### config.mk
export PLATFORM = sky130hd
export DESIGN_NAME = skts_cmp
export DESIGN_NICKNAME = d
export VERILOG_FILES = /design/src/rtl/skts_pkg.sv /design/src/rtl/skts_cmp.sv
export SDC_FILE = /design/constraint.sdc
export NUM_CORES = 1
export LEC_CHECK = 0
export BUFFER_PORTS_ARGS = -buffer_cell sky130_fd_sc_hd__buf_2
export CAP_MARGIN = 5
export CORE_MARGIN = 2
export CORE_UTILIZATION = 42
export DETAILED_ROUTE_END_ITERATION = 12
export PLACE_DENSITY = 0.87
export SETUP_SLACK_MARGIN = 0.15
export SLEW_MARGIN = 20
export SYNTH_ARGS = -nofsm -noshare
export SYNTH_HDL_FRONTEND = slang
export SYNTH_SLANG_ARGS = --single-unit
### constraint.sdc
create_clock -name vclk -period 1.61
set_input_delay 0.161 -clock vclk [all_inputs]
set_output_delay 0.161 -clock vclk [all_outputs]
set_load 0.005 [all_outputs]
### src/rtl/skts_pkg.sv
package skts_pkg;

    // Width of one table entry and of a search key.
    localparam int DATA_W = 32;

    // Default table depth.
    localparam int TABLE_DEPTH_DEF = 1024;

    // Widths of the fixed port fields.
    localparam int INDEX_W = 10;
    localparam int COUNT_W = 11;
    localparam int MODE_W  = 2;

    // Search modes. The unused code searches as binary.
    localparam logic [MODE_W-1:0] MODE_BINARY     = 2'd0;
    localparam logic [MODE_W-1:0] MODE_TERNARY    = 2'd1;
    localparam logic [MODE_W-1:0] MODE_QUATERNARY = 2'd2;

    // Command codes.
    localparam logic CMD_WRITE  = 1'b0;
    localparam logic CMD_SEARCH = 1'b1;

    // Configuration register indexes.
    localparam logic REG_SEARCH_MODE = 1'b0;
    localparam logic REG_ENTRY_COUNT = 1'b1;

    // Outcome of comparing the key against one table entry.
    typedef struct packed {
        logic eq;
        logic lt;
    } cmp_res_t;

endpackage

### src/rtl/skts_cmp.sv
module skts_cmp (
    input  logic signed [skts_pkg::DATA_W-1:0] key,
    input  logic signed [skts_pkg::DATA_W-1:0] entry,
    output skts_pkg::cmp_res_t                 res
);
    import skts_pkg::*;

    // Signed compare of the key against the probed entry.
    always_comb
    begin
        res.eq = (key == entry);
        res.lt = (key < entry);
    end

endmodule

==> impl_metrics.json <==
{
  "outcome": "finished with violations",
  "violations": "setup timing",
  "grt_overflow": 0,
  "top_layer": "met4",
  "avgSynthCellArea_um2": 7.26,
  "fin_crit_sh_pct": 109,
  "crit_top_cell": "buf_2",
  "critPathMaxStageDelay_ns": 0.32,
  "relSlewSlack_pct": 80.7,
  "path_max_fanout": 4,
  "critPathKind": "in -> out",
  "via_count": 1053,
  "dr.pass1.iters": 4,
  "place_ws_ns": -0.162,
  "placed_cell_area_um2": 1230,
  "hp-start": "entry[0]",
  "antenna_found_initial": 0,
  "design.seq.count": 0,
  "postRouteWirelength_um": 2500,
  "yosysSeqAreaShare_pct": 0,
  "coreArea_um2": 1780,
  "synth_area_um2": 821,
  "p_per_area_nw_per_um2": 243,
  "max_freq_mhz": 572,
  "worst_pin_slew_ns": 0.287,
  "dieArea_um2": 2320,
  "die_y_um": 48.2,
  "grt_pass1_wl_um": 3540,
  "fin_ws_ns": -0.139,
  "start_util_pct": 46.0,
  "grt_max_degree": 5,
  "syn_inst": 113,
  "gp_congestion": 0.711,
  "irDropWorstVdd_uv": 164,
  "crit_chain": "buf_2 -> inv_1 -> ha_1 -> nand4_2 -> nor3_1 -> a221oi_2 -> buf_4 -> o22ai_2 -> buf_2",
  "grt_pass1_vias": 948,
  "cp-startpoint": "entry[31]",
  "area_growth_syn_to_layout_pct": 75.8,
  "cap_violations": 0,
  "synth_fp_nets": 209,
  "min_period_ns": 1.75,
  "drive_gt1_share_pct": 54.0,
  "crit_arrival_ns": 1.59,
  "first_iter_violations": 5,
  "dpl.hpwl_um": 1900,
  "cp-start-kind": "input pin",
  "setup_viol": 1,
  "wire_per_inst_um": 11.8,
  "fp-row-count": 15,
  "wl_met2_um": 1330,
  "cts_hold_buf": 0,
  "cpMaxStageDelayCell": "nor3_1",
  "die_w_um": 48.2,
  "vias_per_cell": 4.97,
  "drc": 0,
  "wl_met3_um": 150,
  "io_pins": 66,
  "postRouteAntennaNets": 0,
  "portBuffers": 66,
  "critPathRequiredTime_ns": 1.45,
  "antenna_cells": 0,
  "num-nets-final": 285,
  "p_total_w": 0.000351,
  "p_leak_nw": 0.817,
  "final_area_um2": 1440,
  "synth.distinct_cells": 24,
  "nClkBuffers": 0,
  "layout.cells.non_filler": 212,
  "worstHoldPathType": "in -> out",
  "yosysWarnings": 0,
  "rsz0062_at_grt": "true",
  "wl_met1_um": 935,
  "final-max-slew-violation-count": 0,
  "grt_util_all_layers_pct": 20.7,
  "finalHoldViolations": 0,
  "placedCellCount": 208,
  "critPathCaptureType": "output pin",
  "seqCellArea_um2": 0
}
## area by class of cell
type               instances  area [um^2]
fillers                  124          340
inverters                 32          125
well taps                 25         31.3
multi-input cells         81          877
repair buffers            74          409
## cells in the final DEF (no fill, tap or decap), types with 2 or more instances in the layout
| cell | n |
|---|---|
| buf_2 | 63 |
| inv_1 | 27 |
| ha_1 | 21 |
| ha_4 | 11 |
| a21oi_1 | 8 |
| buf_4 | 8 |
| nand2_1 | 7 |
| nand4_1 | 6 |
| nor2_1 | 4 |
| a21oi_2 | 4 |
| inv_2 | 3 |
| o21ai_1 | 3 |
| buf_6 | 3 |
| inv_4 | 2 |
| a21o_1 | 2 |
| nand3_1 | 2 |
## path summary, 6_finish.rpt
path,end,depth (start not counted)
worst min-delay path,res[1],5
worst max-delay path,res[0],9
## power breakdown
group	switching, W	total [W]	internal [W]
sequential	0	0	0
combinational	0.000161	0.000351	0.000190
clock	0	0	0
## logic make-up (layout without fill, tap and decap cells)
group	count (synthesis)	after routing	synth area share, %
compound gates	25	25	20.6
fa+ha+maj	32	32	48.8
buf+inv	32	106	14.6
simple gates	24	24	16.0
## cells in the mapped netlist (2+ instances only)
master    n  area share [%]
nand4_1   6             4.6
a21oi_1  11             6.7
nand3_1   2             1.2
nor2_1    4             1.8
a21o_1    2             1.8
ha_1     32              49
inv_1    32              15
nand2_1   7             3.2
o21ai_0   2             1.2
## layer usage
metal,global-route usage [%],vias up
met3,1.48,8
li1,-,546
met5,0,-
met1,19.3,454
met2,45.0,45
met4,6.49,0
## metrics by stage
step / utilization, % / hold slack (ns) / TNS (ns)
final: 80.9 / 0.818 / -0.139
after global routing: 80.9 / 0.857 / -0.389
after CTS: 79.0 / 0.825 / -0.103
after detailed placement: 69.1 / 0.819 / -0.177
after global placement: 69.1 / 0.801 / -0.118
after floorplan: - / 0.581 / 0
## critical path, delay by kind of cell
family | cells | cell delay [ns]
AO/OA/AOI/OAI | 2 | 0.25
adder cells (fa/ha/maj) | 1 | 0.29
buffers and inverters | 4 | 0.39
AND/OR/NAND/NOR | 2 | 0.49
## what timing repair did
action | CTS | global route
setup endpoints to repair | 2 | 2
pin swaps | 12 | 3
resized for setup | 22 | 5
setup buffers | 3 | 1
No activity file was read; power rests on OpenSTA's default activity.
